## src/stt_pkg.sv

```systemverilog
// ----------------------------------------------------------------------------
// stt_pkg
// Shared widths, token and error codes, and word types of the source text
// tokenizer.
// ----------------------------------------------------------------------------
package stt_pkg;

  // Internal widths of the scanner
  localparam int POS_WIDTH   = 16;
  localparam int VALUE_WIDTH = 32;
  localparam int VAL_WIDE_W  = VALUE_WIDTH + 4;

  // Widths of the result fields
  localparam int OUT_POS_W = 16;
  localparam int OUT_VAL_W = 32;

  localparam logic [POS_WIDTH-1:0]   POS_MAX = '1;
  localparam logic [VALUE_WIDTH-1:0] VAL_MAX = '1;

  // Result queue between scanner and output stage
  localparam int QUEUE_DEPTH = 4;
  localparam int QPTR_W      = $clog2(QUEUE_DEPTH);
  localparam int QCNT_W      = $clog2(QUEUE_DEPTH + 1);

  // Input item kinds
  localparam logic ITEM_BYTE = 1'b0;
  localparam logic ITEM_END  = 1'b1;

  // Token kinds
  localparam logic [7:0] KIND_EOF    = 8'd0;
  localparam logic [7:0] KIND_INT    = 8'd128;
  localparam logic [7:0] KIND_IDENT  = 8'd129;
  localparam logic [7:0] KIND_EQ     = 8'd130;
  localparam logic [7:0] KIND_NE     = 8'd131;
  localparam logic [7:0] KIND_LE     = 8'd132;
  localparam logic [7:0] KIND_GE     = 8'd133;
  localparam logic [7:0] KIND_SHL    = 8'd134;
  localparam logic [7:0] KIND_SHR    = 8'd135;
  localparam logic [7:0] KIND_LAND   = 8'd136;
  localparam logic [7:0] KIND_LOR    = 8'd137;
  localparam logic [7:0] KIND_ASSIGN = 8'd138;

  // Error codes
  localparam logic [1:0] ERRC_NONE = 2'd0;
  localparam logic [1:0] ERRC_CHAR = 2'd1;
  localparam logic [1:0] ERRC_LONG = 2'd2;

  // One result word
  typedef struct packed {
    logic [7:0]           tok_code;
    logic [OUT_POS_W-1:0] start_offset;
    logic [OUT_POS_W-1:0] token_length;
    logic [OUT_VAL_W-1:0] integer_value;
    logic [1:0]           error_code;
    logic                 last;
  } tok_t;

  // Up to two words produced by one input item
  typedef struct packed {
    logic [1:0] cnt;
    tok_t       w0;
    tok_t       w1;
  } push_t;

endpackage

```

## src/stt_if.sv

```systemverilog
// ----------------------------------------------------------------------------
// stt_if
// Valid/ready channels of the tokenizer: text bytes in, token words out.
// ----------------------------------------------------------------------------
interface stt_in_if;
  logic       valid;
  logic       ready;
  logic       kind;
  logic [7:0] text_byte;

  modport source (output valid, output kind, output text_byte, input ready);
  modport sink   (input valid, input kind, input text_byte, output ready);
endinterface

interface stt_out_if;
  import stt_pkg::*;
  logic                 valid;
  logic                 ready;
  logic [7:0]           tok_code;
  logic [OUT_POS_W-1:0] start_offset;
  logic [OUT_POS_W-1:0] token_length;
  logic [OUT_VAL_W-1:0] integer_value;
  logic [1:0]           error_code;
  logic                 last;

  modport source (output valid, output tok_code, output start_offset,
                  output token_length, output integer_value, output error_code,
                  output last, input ready);
  modport sink   (input valid, input tok_code, input start_offset,
                  input token_length, input integer_value, input error_code,
                  input last, output ready);
endinterface

```

## src/stt_scan.sv

```systemverilog
// ----------------------------------------------------------------------------
// stt_scan
// Front end: classifies each accepted byte, updates the scan state and
// produces zero, one or two token words for the result queue.
// ----------------------------------------------------------------------------
module stt_scan (
  input  logic          clk,
  input  logic          rst_n,
  input  logic          in_fire,
  input  logic          in_kind,
  input  logic [7:0]    in_byte,
  output stt_pkg::push_t push
);
  import stt_pkg::*;

  localparam logic [7:0] CH_TAB   = 8'h09;
  localparam logic [7:0] CH_LF    = 8'h0A;
  localparam logic [7:0] CH_CR    = 8'h0D;
  localparam logic [7:0] CH_SPACE = 8'h20;
  localparam logic [7:0] CH_TILDE = 8'h7E;
  localparam logic [7:0] CH_0     = 8'h30;
  localparam logic [7:0] CH_9     = 8'h39;
  localparam logic [7:0] CH_A     = 8'h41;
  localparam logic [7:0] CH_Z     = 8'h5A;
  localparam logic [7:0] CH_LA    = 8'h61;
  localparam logic [7:0] CH_LZ    = 8'h7A;
  localparam logic [7:0] CH_USCORE = 8'h5F;
  localparam logic [7:0] CH_EQ    = 8'h3D;
  localparam logic [7:0] CH_BANG  = 8'h21;
  localparam logic [7:0] CH_LT    = 8'h3C;
  localparam logic [7:0] CH_GT    = 8'h3E;
  localparam logic [7:0] CH_COLON = 8'h3A;
  localparam logic [7:0] CH_AMP   = 8'h26;
  localparam logic [7:0] CH_PIPE  = 8'h7C;

  typedef enum logic [2:0] {
    MODE_IDLE,
    MODE_INT,
    MODE_IDENT,
    MODE_PUNCT,
    MODE_ERR_CHAR,
    MODE_ERR_LONG
  } mode_t;

  // Two-character operator code, KIND_EOF when the pair does not merge
  function automatic logic [7:0] pair_code(input logic [7:0] a, input logic [7:0] b);
    logic [7:0] code;
    code = KIND_EOF;
    if (b == CH_EQ) begin
      unique case (a)
        CH_EQ:    code = KIND_EQ;
        CH_BANG:  code = KIND_NE;
        CH_LT:    code = KIND_LE;
        CH_GT:    code = KIND_GE;
        CH_COLON: code = KIND_ASSIGN;
        default:  code = KIND_EOF;
      endcase
    end else if (a == b) begin
      unique case (a)
        CH_LT:   code = KIND_SHL;
        CH_GT:   code = KIND_SHR;
        CH_AMP:  code = KIND_LAND;
        CH_PIPE: code = KIND_LOR;
        default: code = KIND_EOF;
      endcase
    end
    return code;
  endfunction

  mode_t                  mode_r, mode_nxt;
  logic [POS_WIDTH-1:0]   pos_r, pos_nxt;
  logic [POS_WIDTH-1:0]   start_r, start_nxt;
  logic [7:0]             pend_r, pend_nxt;
  logic [VALUE_WIDTH-1:0] acc_r, acc_nxt;

  logic                  is_digit, is_alpha, is_space, is_print;
  logic [3:0]            digit_val;
  logic [VAL_WIDE_W-1:0] acc_wide, acc_mac;
  logic                  acc_sat;
  logic [7:0]            pair_kind;
  logic [POS_WIDTH-1:0]  tok_len;
  logic                  flush_ok, has_flush, has_term;
  tok_t                  flush_w, term_w;

  // Byte classes
  assign is_digit  = (in_byte >= CH_0) && (in_byte <= CH_9);
  assign is_alpha  = (in_byte == CH_USCORE) || ((in_byte >= CH_LA) && (in_byte <= CH_LZ)) ||
                     ((in_byte >= CH_A) && (in_byte <= CH_Z));
  assign is_space  = (in_byte == CH_SPACE) || (in_byte == CH_TAB) ||
                     (in_byte == CH_CR) || (in_byte == CH_LF);
  assign is_print  = (in_byte >= CH_SPACE) && (in_byte <= CH_TILDE);
  assign digit_val = 4'(in_byte - CH_0);
  assign pair_kind = pair_code(pend_r, in_byte);

  // acc * 10 + digit with headroom; saturate when it spills past the value width
  assign acc_wide = VAL_WIDE_W'(acc_r);
  assign acc_mac  = (acc_wide << 3) + (acc_wide << 1) + VAL_WIDE_W'(digit_val);
  assign acc_sat  = |acc_mac[VAL_WIDE_W-1:VALUE_WIDTH];

  // Word that closes the open token
  assign flush_ok = (mode_r == MODE_INT) || (mode_r == MODE_IDENT) || (mode_r == MODE_PUNCT);
  assign tok_len  = pos_r - start_r;

  always_comb begin
    flush_w.start_offset  = OUT_POS_W'(start_r);
    flush_w.token_length  = OUT_POS_W'(tok_len);
    flush_w.integer_value = '0;
    flush_w.error_code    = ERRC_NONE;
    flush_w.last          = 1'b0;
    case (mode_r)
      MODE_INT: begin
        flush_w.tok_code      = KIND_INT;
        flush_w.integer_value = OUT_VAL_W'(acc_r);
      end
      MODE_IDENT: flush_w.tok_code = KIND_IDENT;
      default: begin
        flush_w.tok_code     = pend_r;
        flush_w.token_length = OUT_POS_W'(1);
      end
    endcase
  end

  // Next scan state and the terminating word of this item
  always_comb begin
    mode_nxt  = mode_r;
    pos_nxt   = pos_r;
    start_nxt = start_r;
    pend_nxt  = pend_r;
    acc_nxt   = acc_r;
    has_flush = 1'b0;
    has_term  = 1'b0;

    term_w.tok_code      = KIND_EOF;
    term_w.start_offset  = OUT_POS_W'(pos_r);
    term_w.token_length  = '0;
    term_w.integer_value = '0;
    term_w.error_code    = ERRC_NONE;
    term_w.last          = 1'b1;

    if (in_fire) begin
      if (in_kind == ITEM_END) begin
        // close the text and start over
        has_flush = flush_ok;
        has_term  = 1'b1;
        if (mode_r == MODE_ERR_CHAR) begin
          term_w.error_code = ERRC_CHAR;
        end else if (mode_r == MODE_ERR_LONG) begin
          term_w.error_code = ERRC_LONG;
        end
        mode_nxt  = MODE_IDLE;
        pos_nxt   = '0;
        start_nxt = '0;
        pend_nxt  = '0;
        acc_nxt   = '0;
      end else if ((mode_r == MODE_ERR_CHAR) || (mode_r == MODE_ERR_LONG)) begin
        // stopped: drop bytes
      end else if (pos_r == POS_MAX) begin
        has_flush         = flush_ok;
        has_term          = 1'b1;
        term_w.error_code = ERRC_LONG;
        mode_nxt          = MODE_ERR_LONG;
      end else if ((mode_r == MODE_INT) && is_digit) begin
        acc_nxt = acc_sat ? VAL_MAX : acc_mac[VALUE_WIDTH-1:0];
        pos_nxt = pos_r + POS_WIDTH'(1);
      end else if ((mode_r == MODE_IDENT) && (is_alpha || is_digit)) begin
        pos_nxt = pos_r + POS_WIDTH'(1);
      end else if ((mode_r == MODE_PUNCT) && (pair_kind != KIND_EOF)) begin
        // merged two-character operator
        has_term            = 1'b1;
        term_w.tok_code     = pair_kind;
        term_w.start_offset = OUT_POS_W'(start_r);
        term_w.token_length = OUT_POS_W'(2);
        mode_nxt            = MODE_IDLE;
        pend_nxt            = '0;
        pos_nxt             = pos_r + POS_WIDTH'(1);
      end else begin
        // byte ends the open token and may start a new one
        has_flush = flush_ok;
        mode_nxt  = MODE_IDLE;
        pos_nxt   = pos_r + POS_WIDTH'(1);
        if (is_space) begin
          mode_nxt = MODE_IDLE;
        end else if (is_digit) begin
          mode_nxt  = MODE_INT;
          start_nxt = pos_r;
          acc_nxt   = VALUE_WIDTH'(digit_val);
        end else if (is_alpha) begin
          mode_nxt  = MODE_IDENT;
          start_nxt = pos_r;
        end else if (is_print) begin
          mode_nxt  = MODE_PUNCT;
          start_nxt = pos_r;
          pend_nxt  = in_byte;
        end else begin
          has_term            = 1'b1;
          term_w.token_length = OUT_POS_W'(1);
          term_w.error_code   = ERRC_CHAR;
          mode_nxt            = MODE_ERR_CHAR;
          pos_nxt             = pos_r;
        end
      end
    end
  end

  // Pack words for the queue; the flushed token goes first
  always_comb begin
    push.cnt = 2'(has_flush) + 2'(has_term);
    push.w1  = term_w;
    if (has_flush) begin
      push.w0      = flush_w;
      push.w0.last = ~has_term;
    end else begin
      push.w0 = term_w;
    end
  end

  // Scan state
  always_ff @(posedge clk) begin
    if (!rst_n) begin
      mode_r  <= MODE_IDLE;
      pos_r   <= '0;
      start_r <= '0;
      pend_r  <= '0;
      acc_r   <= '0;
    end else begin
      mode_r  <= mode_nxt;
      pos_r   <= pos_nxt;
      start_r <= start_nxt;
      pend_r  <= pend_nxt;
      acc_r   <= acc_nxt;
    end
  end

endmodule

```

## src/stt_rqueue.sv

```systemverilog
// ----------------------------------------------------------------------------
// stt_rqueue
// Short result queue: takes up to two words per cycle from the scanner and
// hands one word per cycle to the output stage when it pops.
// ----------------------------------------------------------------------------
module stt_rqueue (
  input  logic           clk,
  input  logic           rst_n,
  input  stt_pkg::push_t push,
  output logic           push_ok,
  output logic           q_valid,
  output stt_pkg::tok_t  q_word,
  input  logic           q_pop
);
  import stt_pkg::*;

  tok_t              ent_r [QUEUE_DEPTH];
  logic [QPTR_W-1:0] wp_r, rp_r, wp_inc;
  logic [QCNT_W-1:0] cnt_r;

  // Room for the worst case of two words
  assign push_ok = cnt_r <= QCNT_W'(QUEUE_DEPTH - 2);
  assign q_valid = cnt_r != '0;
  assign q_word  = ent_r[rp_r];
  assign wp_inc  = wp_r + QPTR_W'(1);

  // Pointers and fill count
  always_ff @(posedge clk) begin
    if (!rst_n) begin
      wp_r  <= '0;
      rp_r  <= '0;
      cnt_r <= '0;
    end else begin
      wp_r  <= wp_r + QPTR_W'(push.cnt);
      rp_r  <= rp_r + QPTR_W'(q_pop);
      cnt_r <= cnt_r + QCNT_W'(push.cnt) - QCNT_W'(q_pop);
    end
  end

  // Storage
  always_ff @(posedge clk) begin
    if (push.cnt != 2'd0) begin
      ent_r[wp_r] <= push.w0;
    end
    if (push.cnt == 2'd2) begin
      ent_r[wp_inc] <= push.w1;
    end
  end

endmodule

```

## src/stt_emit.sv

```systemverilog
// ----------------------------------------------------------------------------
// stt_emit
// Back end: output register that presents one token word on the result
// channel and refills from the queue as words are taken.
// ----------------------------------------------------------------------------
module stt_emit (
  input  logic          clk,
  input  logic          rst_n,
  input  logic          q_valid,
  input  stt_pkg::tok_t q_word,
  output logic          q_pop,
  stt_out_if.source     out_chan
);
  import stt_pkg::*;

  logic out_valid_r;
  tok_t word_r;

  // Load when empty or when the current word leaves
  assign q_pop = q_valid && (!out_valid_r || out_chan.ready);

  always_ff @(posedge clk) begin
    if (!rst_n) begin
      out_valid_r <= 1'b0;
    end else if (!out_valid_r || out_chan.ready) begin
      out_valid_r <= q_valid;
    end
    if (q_pop) begin
      word_r <= q_word;
    end
  end

  assign out_chan.valid         = out_valid_r;
  assign out_chan.tok_code      = word_r.tok_code;
  assign out_chan.start_offset  = word_r.start_offset;
  assign out_chan.token_length  = word_r.token_length;
  assign out_chan.integer_value = word_r.integer_value;
  assign out_chan.error_code    = word_r.error_code;
  assign out_chan.last          = word_r.last;

endmodule

```

## src/source_text_tokenizer.sv

```systemverilog
// ----------------------------------------------------------------------------
// source_text_tokenizer
// Byte-stream tokenizer: integers, identifiers, punctuation and merged
// two-character operators, with start offset and length on every token.
// ----------------------------------------------------------------------------
// Usage:
//   in_chan carries one word per byte (kind = 0) or an end-of-text word
//   (kind = 1). out_chan carries token words; last marks the final word
//   caused by one input word. A word that ends the text yields the open
//   token, if any, then EOF with the error status of the text.
//   Throughput: one input word per cycle while in_chan.ready is high. A
//   word gives zero, one or two token words; the output drains one per
//   cycle while out_chan.ready is high, so a run of words that each give
//   two tokens slows to the output rate. in_chan.ready is low while the
//   4-entry result queue has fewer than two free entries.
//   Path: a completed token word is written into the result queue, then
//   loaded into the output register that drives out_chan.
//   Stall: when out_chan.ready is low the output register holds, the queue
//   fills, and in_chan.ready drops; nothing is lost.
//   Reset: synchronous, active low; clears the scan state to the start of
//   a new text at offset 0 and empties the queue.
// ----------------------------------------------------------------------------
module source_text_tokenizer (
  input  logic      clk,
  input  logic      rst_n,
  stt_in_if.sink    in_chan,
  stt_out_if.source out_chan
);
  import stt_pkg::*;

  logic  in_fire;
  push_t push;
  logic  push_ok;
  logic  q_valid;
  tok_t  q_word;
  logic  q_pop;

  assign in_fire       = in_chan.valid && in_chan.ready;
  assign in_chan.ready = push_ok;

  // Front: classify and scan
  stt_scan u_scan (
    .clk     (clk),
    .rst_n   (rst_n),
    .in_fire (in_fire),
    .in_kind (in_chan.kind),
    .in_byte (in_chan.text_byte),
    .push    (push)
  );

  // Queue between front and back
  stt_rqueue u_queue (
    .clk     (clk),
    .rst_n   (rst_n),
    .push    (push),
    .push_ok (push_ok),
    .q_valid (q_valid),
    .q_word  (q_word),
    .q_pop   (q_pop)
  );

  // Back: output register
  stt_emit u_emit (
    .clk      (clk),
    .rst_n    (rst_n),
    .q_valid  (q_valid),
    .q_word   (q_word),
    .q_pop    (q_pop),
    .out_chan (out_chan)
  );

  // Words are produced only for a taken input word, and never more than two
  a_push_needs_fire: assert property (@(posedge clk) disable iff (!rst_n)
    (push.cnt != 2'd0) |-> (in_fire && (push.cnt != 2'd3)))
    else $error("token words produced without an accepted input word");

  // EOF and error reports always close the words of their input word
  a_eof_last: assert property (@(posedge clk) disable iff (!rst_n)
    (out_chan.valid && (out_chan.tok_code == KIND_EOF)) |-> out_chan.last)
    else $error("EOF or error word without last");

  // Merged operators are two bytes long
  a_pair_len: assert property (@(posedge clk) disable iff (!rst_n)
    (out_chan.valid && (out_chan.tok_code >= KIND_EQ) &&
     (out_chan.tok_code <= KIND_ASSIGN)) |-> (out_chan.token_length == OUT_POS_W'(2)))
    else $error("two-character operator with wrong length");

  // Integer tokens carry no error and at least one byte
  a_int_ok: assert property (@(posedge clk) disable iff (!rst_n)
    (out_chan.valid && (out_chan.tok_code == KIND_INT)) |->
    ((out_chan.error_code == ERRC_NONE) && (out_chan.token_length != '0)))
    else $error("malformed integer token");

endmodule
```

## src/flat_wrapper.sv

```systemverilog
// flat-port wrapper written by rule: the top's interface ports become plain ports
module source_text_tokenizer_flat import stt_pkg::*;
  (clk, rst_n, in_chan_valid, in_chan_kind, in_chan_text_byte, in_chan_ready, out_chan_valid, out_chan_tok_code, out_chan_start_offset, out_chan_token_length, out_chan_integer_value, out_chan_error_code, out_chan_last, out_chan_ready);
  stt_in_if in_chan_i ();
  stt_out_if out_chan_i ();
  input  logic clk;
  input  logic rst_n;
  input wire logic [$bits(in_chan_i.valid)-1:0] in_chan_valid;
  input wire logic [$bits(in_chan_i.kind)-1:0] in_chan_kind;
  input wire logic [$bits(in_chan_i.text_byte)-1:0] in_chan_text_byte;
  output wire logic [$bits(in_chan_i.ready)-1:0] in_chan_ready;
  output wire logic [$bits(out_chan_i.valid)-1:0] out_chan_valid;
  output wire logic [$bits(out_chan_i.tok_code)-1:0] out_chan_tok_code;
  output wire logic [$bits(out_chan_i.start_offset)-1:0] out_chan_start_offset;
  output wire logic [$bits(out_chan_i.token_length)-1:0] out_chan_token_length;
  output wire logic [$bits(out_chan_i.integer_value)-1:0] out_chan_integer_value;
  output wire logic [$bits(out_chan_i.error_code)-1:0] out_chan_error_code;
  output wire logic [$bits(out_chan_i.last)-1:0] out_chan_last;
  input wire logic [$bits(out_chan_i.ready)-1:0] out_chan_ready;
  assign in_chan_i.valid = in_chan_valid;
  assign in_chan_i.kind = in_chan_kind;
  assign in_chan_i.text_byte = in_chan_text_byte;
  assign in_chan_ready = in_chan_i.ready;
  assign out_chan_valid = out_chan_i.valid;
  assign out_chan_tok_code = out_chan_i.tok_code;
  assign out_chan_start_offset = out_chan_i.start_offset;
  assign out_chan_token_length = out_chan_i.token_length;
  assign out_chan_integer_value = out_chan_i.integer_value;
  assign out_chan_error_code = out_chan_i.error_code;
  assign out_chan_last = out_chan_i.last;
  assign out_chan_i.ready = out_chan_ready;
  source_text_tokenizer u_core (.clk(clk), .rst_n(rst_n), .in_chan(in_chan_i), .out_chan(out_chan_i));
endmodule
```

## config.mk

```make
export PLATFORM = sky130hd
export DESIGN_NAME = source_text_tokenizer_flat
export DESIGN_NICKNAME = d
export VERILOG_FILES = /design/src/stt_pkg.sv /design/src/stt_if.sv /design/src/stt_scan.sv /design/src/stt_rqueue.sv /design/src/stt_emit.sv /design/src/source_text_tokenizer.sv /design/src/flat_wrapper.sv
export SDC_FILE = /design/constraint.sdc
export NUM_CORES = 1
export LEC_CHECK = 0
export BUFFER_PORTS_ARGS = -buffer_cell sky130_fd_sc_hd__buf_2
export CAP_MARGIN = 40
export CORE_MARGIN = 5
export CORE_UTILIZATION = 43
export CTS_CLUSTER_DIAMETER = 60
export DETAILED_ROUTE_END_ITERATION = 7
export PLACE_DENSITY = 0.68
export SLEW_MARGIN = 15
export SYNTH_ARGS = -nofsm -noshare
export SYNTH_HDL_FRONTEND = slang
export SYNTH_SLANG_ARGS = --single-unit
export TNS_END_PERCENT = 10
```

## constraint.sdc

```tcl
create_clock -name clk -period 8 [get_ports clk]
set_input_delay 2.4 -clock clk [delete_from_list [all_inputs] [get_ports clk]]
set_output_delay 2.4 -clock clk [all_outputs]
set_load 0.01 [all_outputs]
```

Yosys cells after proc, flatten, opt, wreduce, memory -nomap -nowiden
Memory sizes are Yosys's and may differ from the RTL's. A register that Yosys moved wholly into a read port is not among the register bits.
Cells that the tools add are included.
{ "totals": {"ram_bits": 300, "memories": 1, "register_bits": 83, "in_bits": 13, "output_inout_bits": 77} }
{ "op_classes": {"bitwise": 1, "muxes": 104, "n_addsub": 11, "reduce_logical": 34, "order_cmp": 9, "n_eq_ne": 35} }
{ "mem_list": {"columns": ["name", "words", "width", "rd", "rd_ports_with_merged_regs", "wr", "line", "source"], "rows": [
  ["u_core.u_queue.ent_r", 4, 75, 1, 1, 2, "stt_rqueue.sv:17", "tok_t ent_r [QUEUE_DEPTH];"]
]} }
{ "op_table": {"columns": ["cell", "count"], "rows": [
  ["2-to-1 mux 16 bit", 21],
  ["2-to-1 mux 32 bit", 10],
  ["2-to-1 mux 40 bit", 6],
  ["2-to-1 mux 8 bit", 12],
  ["2-to-1 mux 75 bit", 1],
  ["== test 8 x 6 -> 1 bit, second input constant", 8],
  ["one-hot mux 8 bit (5 select lines)", 1],
  ["adder 35 x 33 -> 36 bit", 1],
  ["adder 36 x 4 -> 36 bit", 1],
  ["2-to-1 mux 1 bit", 33],
  ["one-hot mux 8 bit (4 select lines)", 1],
  ["2-to-1 mux 3 bit", 10],
  ["== test 8 x 4 -> 1 bit, second input constant", 3],
  ["<= comparator 8 x 7 -> 1 bit, second input constant", 3],
  ["2-to-1 mux 24 bit", 1],
  ["adder 16 x 1 -> 16 bit, second input constant", 1],
  ["== test 16 bit, second input constant", 1],
  ["== test 8 x 7 -> 1 bit, second input constant", 2],
  [">= comparator 8 x 6 -> 1 bit, second input constant", 2],
  [">= comparator 8 x 7 -> 1 bit, second input constant", 2],
  ["one-hot mux 8 bit (2 select lines)", 1],
  ["nonzero test 8 bit", 2],
  ["subtractor 16 bit", 1],
  ["2-to-1 mux 2 bit", 7],
  ["other kinds (30)", 63]
]} }

Logic depth before layout (Yosys ltp)
{ "depth": {"word_depth": 18, "ltp_mapped": 17, "depth_no_buf": 15} }

By module
From an unflattened synthesis, not the netlist that was laid out.
{ "unflattened": {"hier_cells": 1867, "area_unflattened_um2": 25339.3} }
{ "modules_own_cells": {"columns": ["mod", "cells_each", "instances", "area_each_um2", "seq_area_each_um2"], "rows": [
  ["stt_rqueue", 765, 1, 15263.4, 9148.8],
  ["stt_scan", 1022, 1, 7770.0, 1501.4],
  ["stt_emit", 79, 1, 2299.7, 2272.2],
  ["source_text_tokenizer", 1, 1, 6.3, 0.0]
]} }

Least setup slack after synthesis
No wires, ideal clock.
{ "synth_timing": {"kind": "input to register", "startpoint": "in out_chan_ready", "endpoint": "reg u_core.u_queue.cnt_r[2]", "path_buffers": 0, "cell_stages": 10, "arrival_ns": 7.904, "setup_slack_ns": -0.019, "path_cell_list": "inv_1 > a21oi_1 > ha_1 > inv_1 > ha_1 > inv_1 > fa_1 > xor2_1 > xnor2_1 > and2_1"} }
{ "synth_between": {"elab_chain_len": 3} }
{ "synth_lines": {"columns": ["element", "line", "source"], "rows": [
  ["start: declaration", "flat_wrapper.sv:19", "input wire logic [$bits(out_chan_i.ready)-1:0] out_chan_ready;"],
  ["logical OR 1 bit", "stt_emit.sv:20", "assign q_pop = q_valid && (!out_valid_r || out_chan.ready);"],
  ["logical AND 1 bit", "stt_emit.sv:20", null],
  ["net u_core.q_pop", "source_text_tokenizer.sv:36", "logic q_pop;"],
  ["subtractor 3 x 1 -> 3 bit", "stt_rqueue.sv:36", "cnt_r <= cnt_r + QCNT_W'(push.cnt) - QCNT_W'(q_pop);"],
  ["end signal: assignment", "stt_rqueue.sv:36", null],
  ["end: declaration", "stt_rqueue.sv:19", "logic [QCNT_W-1:0] cnt_r;"]
]} }
The timed path passes the listed nets, and every way through them passes these cells.
A chain may end at the register's enable or synchronous reset.

==> qor.txt <==
SYNTH
---------------------------------------------------------------------------------
Simple-gate share of the synthesized area ..........................        10.7%
Primary FF master, synth ........................................... sky130_fd_sc_hd__dfxtp_1
Post-synth top cells ............................................... sky130_fd_sc_hd__dfxtp_1, sky130_fd_sc_hd__a22o_1, sky130_fd_sc_hd__edfxtp_1
Largest family of logic cells by synthesized area .................. compound AO/OA/AOI/OAI gates
Synthesized instance count .........................................         1940
Mapped Area ........................................................    21900 µm²
Synth Register Bits ................................................          458
Post-Synthesis Net Count ...........................................         2044
Number of synthesized flops with an enable pin .....................          175
Post-Synth XOR/XNOR Area ...........................................        2.56%
Mean instance size in the synthesized netlist ......................     11.3 µm²
Area fraction of the dominant cell type after synthesis ............        25.9%
Post-synthesis mux area share ......................................        7.97%
Synth warnings .....................................................            0
Sequential element share of the synthesized area ...................        50.0%
Synth top area cells ............................................... sky130_fd_sc_hd__dfxtp_1, sky130_fd_sc_hd__edfxtp_1, sky130_fd_sc_hd__a22o_1
Fraction of registers with async set/reset .........................           0%
Post-Synth Adder-Cell Area .........................................        5.35%
Count of different cell masters after synthesis ....................           89
Post-synthesis compound-gate area fraction .........................        19.8%
Most numerous cell in the Yosys netlist ............................ sky130_fd_sc_hd__dfxtp_1
Cell type contributing the most total cell area after synthesis .... sky130_fd_sc_hd__dfxtp_1

DETAILED ROUTING
---------------------------------------------------------------------------------
DR vias/cell .......................................................         6.07
DRC violation total after the first TritonRoute iteration ..........         1443
Routed wire length .................................................     58500 µm
Count of nets left with antenna violations after detail routing ....            0
Pre-Repair DR Iteration Count ......................................            5
Via Count ..........................................................        16.3k
Average wire per cell in the routed design .........................      21.8 µm
# DRC ..............................................................            0

CELLS AND AREA
---------------------------------------------------------------------------------
Sequential cell area ...............................................    10900 µm²
Area of all placed cells without fillers ...........................    24600 µm²
Total number of nets in the final design ...........................         2076
Total of fill cells in the finished design .........................         4432
Area of the multi-input gates ......................................    10200 µm²
Layout cell share with drive strength beyond 1 .....................        16.5%
Synthesis-to-layout area growth ....................................        12.5%

TIMING
---------------------------------------------------------------------------------
Number of pins exceeding their max-slew limit in the final report ..            0
Ratio of final minimum period to clock period ......................        81.2%
Slew margin rel. ...................................................        41.9%
Transition time at the pin with the least slew margin ..............     0.870 ns
Unrepaired setup endpoints after global routing ....................           no
Post-layout minimum cycle time .....................................      6.50 ns
Max Fclk ...........................................................      154 MHz
Final hold violation count .........................................            0
Setup TNS Final ....................................................         0 ns
Setup clock skew after layout ......................................    0.0309 ns
Final number of setup-violating endpoints ..........................            0

WORST HOLD PATH
---------------------------------------------------------------------------------
Worst Hold Class ...................................................   reg -> reg

DIE
---------------------------------------------------------------------------------
Floorplan die area .................................................    55400 µm²
Horizontal die dimension ...........................................       235 µm
Initial core utilization ...........................................        43.6%
Height of the die ..................................................       235 µm
Ports placed on the boundary .......................................           90
Row count ..........................................................           82
Core footprint .....................................................    50200 µm²

CTS
---------------------------------------------------------------------------------
Hold Buf Count CTS .................................................            0
Number of buffers inserted by post-CTS setup repair ................            0
H-tree levels ......................................................            2
TritonCTS Sinks ....................................................          458
TritonCTS buffer count .............................................           49
Resize count post-CTS ..............................................            0
Clock-pin slew on the worst setup and hold paths ...................      0.06 ns
CTS tree ...........................................................          yes
Clock Path Buffers .................................................            3
Clock root buffer .................................................. sky130_fd_sc_hd__clkbuf_16
Clock latency of the later-clocked register in the worst-skew pair .      0.59 ns

SETUP PATH
---------------------------------------------------------------------------------
Crit path capture type .............................................    flip-flop
Startpoint-to-endpoint class of the critical path ..................    in -> reg
Sort of element at the start of the critical path ..................   input port
Data required, critical path .......................................      8.45 ns
Critical Path AT ...................................................      6.95 ns
Crit-path max FO ...................................................           18

PWR
---------------------------------------------------------------------------------
Max rail drop VDD ..................................................     0.165 mV
Cell Pwr Density ...................................................   259 nW/µm²
Pleak ..............................................................      8.95 nW
Power, Total .......................................................      6.36 mW

PLACEMENT
---------------------------------------------------------------------------------
Post-DP HPWL .......................................................     39300 µm
Port Buf Inserts ...................................................           89
Final estimated routing congestion in global placement .............        0.959
Placed instance area ...............................................    23000 µm²

GLOBAL ROUTING
---------------------------------------------------------------------------------
Global-route wire length before repair .............................     92800 µm
Initial antenna violation count ....................................            3
Global-route total usage across every layer ........................        20.5%
Pin count of the biggest net entering global routing ...............           57
Remaining global-route overflow ....................................            0
Via count of the first global-routing pass .........................        16.1k

STATUS
---------------------------------------------------------------------------------
Outcome ............................................................ finished clean

RUN
---------------------------------------------------------------------------------
Max Cap Violations .................................................            0

path summary, 6_finish.rpt:
check	slack, ns	cells past startpoint	end	from
hold reg to reg	0.45	2	u_core.u_queue.ent_r[0][46]	u_core.u_queue.ent_r[0][46]
hold / removal	0.45	2	u_core.u_queue.ent_r[0][46]	u_core.u_queue.ent_r[0][46]
setup / recovery	1.50	14	u_core.u_queue.ent_r[2][57]	in_chan_text_byte[3]
setup reg to reg	2.56	13	u_core.u_queue.ent_r[2][57]	u_core.u_scan.pos_r[1]
where the power goes:
group	internal [mW]	switching [mW]	total [mW]	leakage (nW)
registers	2.77	0.154	2.93	3.92
clock network	1.26	0.965	2.22	0.793
logic	0.459	0.752	1.21	4.23
total	4.49	1.87	6.36	8.95
registers in the layout (all words and copies together) (netlist names), 3 cells and up:
register and cells:
u_core.u_emit.out_chan.integer_value 32, u_core.u_emit.out_chan.start_offset 16, u_core.u_emit.out_chan.tok_code 8, u_core.u_emit.out_chan.token_length 16, u_core.u_queue.cnt_r 3, u_core.u_queue.ent_r 300
u_core.u_scan.acc_r 32, u_core.u_scan.mode_r 3, u_core.u_scan.pend_r 8, u_core.u_scan.pos_r 16, u_core.u_scan.start_r 16
layer usage:
| metal | vias to the layer above | part of all wire, % | track usage [%] | wire length, µm |
|---|---|---|---|---|
| li1 | 7525 | - | - | - |
| met4 | 4 | 2.5 | 5.24 | 1450 |
| met5 | - | 0.055 | 0 | 32 |
| met1 | 8123 | 44 | 28.2 | 25600 |
| met3 | 92 | 5.8 | 3.30 | 3420 |
| met2 | 551 | 48 | 33.9 | 28000 |
through the flow:
step / setup WS (ns) / utilization [%] / hold slack [ns] / std cells
global placement: 1.08 / 45.4 / 0.430 / 2581
finish: 1.50 / 49.0 / 0.452 / 2686
CTS: 1.61 / 48.9 / 0.457 / 2683
floorplan: 1.62 / - / 0.420 / 1940
detailed placement: 1.00 / 45.8 / 0.442 / 2592
global route: 1.33 / 49.0 / 0.476 / 2684
layout by cell type (no fill, tap or decap), drive strengths merged, types with 16 or more instances in the layout:
cell / netlist / final
nand4: 31 / 31
dfxtp: 283 / 283
xor2: 37 / 37
o21ai: 101 / 101
clkbuf: 93 / 63
nand2: 139 / 139
a211oi: 26 / 26
o22ai: 28 / 28
inv: 48 / 55
nand2b: 18 / 18
edfxtp: 175 / 175
mux4: 75 / 75
ha: 87 / 87
nor2: 100 / 100
a21oi: 113 / 113
nand3: 43 / 43
buf: 52 / 125
and2: 20 / 20
nor3: 26 / 26
a22o: 199 / 199
xnor2: 27 / 27
clkinv: 0 / 19
a32o: 16 / 16
kinds of logic after synthesis:
group / Yosys count
mux: 80
xor+xnor: 64
simple gates: 461
buf+inv: 193
fa+ha+maj: 91
flops: 458
compound gates: 593
area by class of cell:
cell class / count / share of cell area [%]
repair buffers: 126 / 3.33
multi-input cells: 1289 / 41.6
flip-flops and latches: 458 / 44.5
well taps: 672 / 3.42
diodes: 2 / 0.0204
inverters: 48 / 0.743
clock inverters: 28 / 0.881
clock buffers: 63 / 5.57
critical path, cell delays in order:
cell and delay [ns]:
sky130_fd_sc_hd__buf_2 0.25, sky130_fd_sc_hd__nand4_1 0.16, sky130_fd_sc_hd__or4b_4 0.55, sky130_fd_sc_hd__a31o_1 0.21, sky130_fd_sc_hd__a21o_4 0.25, sky130_fd_sc_hd__a31oi_1 0.18, sky130_fd_sc_hd__nor2_1 0.06, sky130_fd_sc_hd__nor2_1 0.26
sky130_fd_sc_hd__inv_1 0.08, sky130_fd_sc_hd__ha_1 0.28, sky130_fd_sc_hd__or3b_2 0.72, sky130_fd_sc_hd__and2_2 0.46, sky130_fd_sc_hd__a311oi_2 0.82, sky130_fd_sc_hd__a22o_1 0.24
Power figures use the tool's default switching activity.
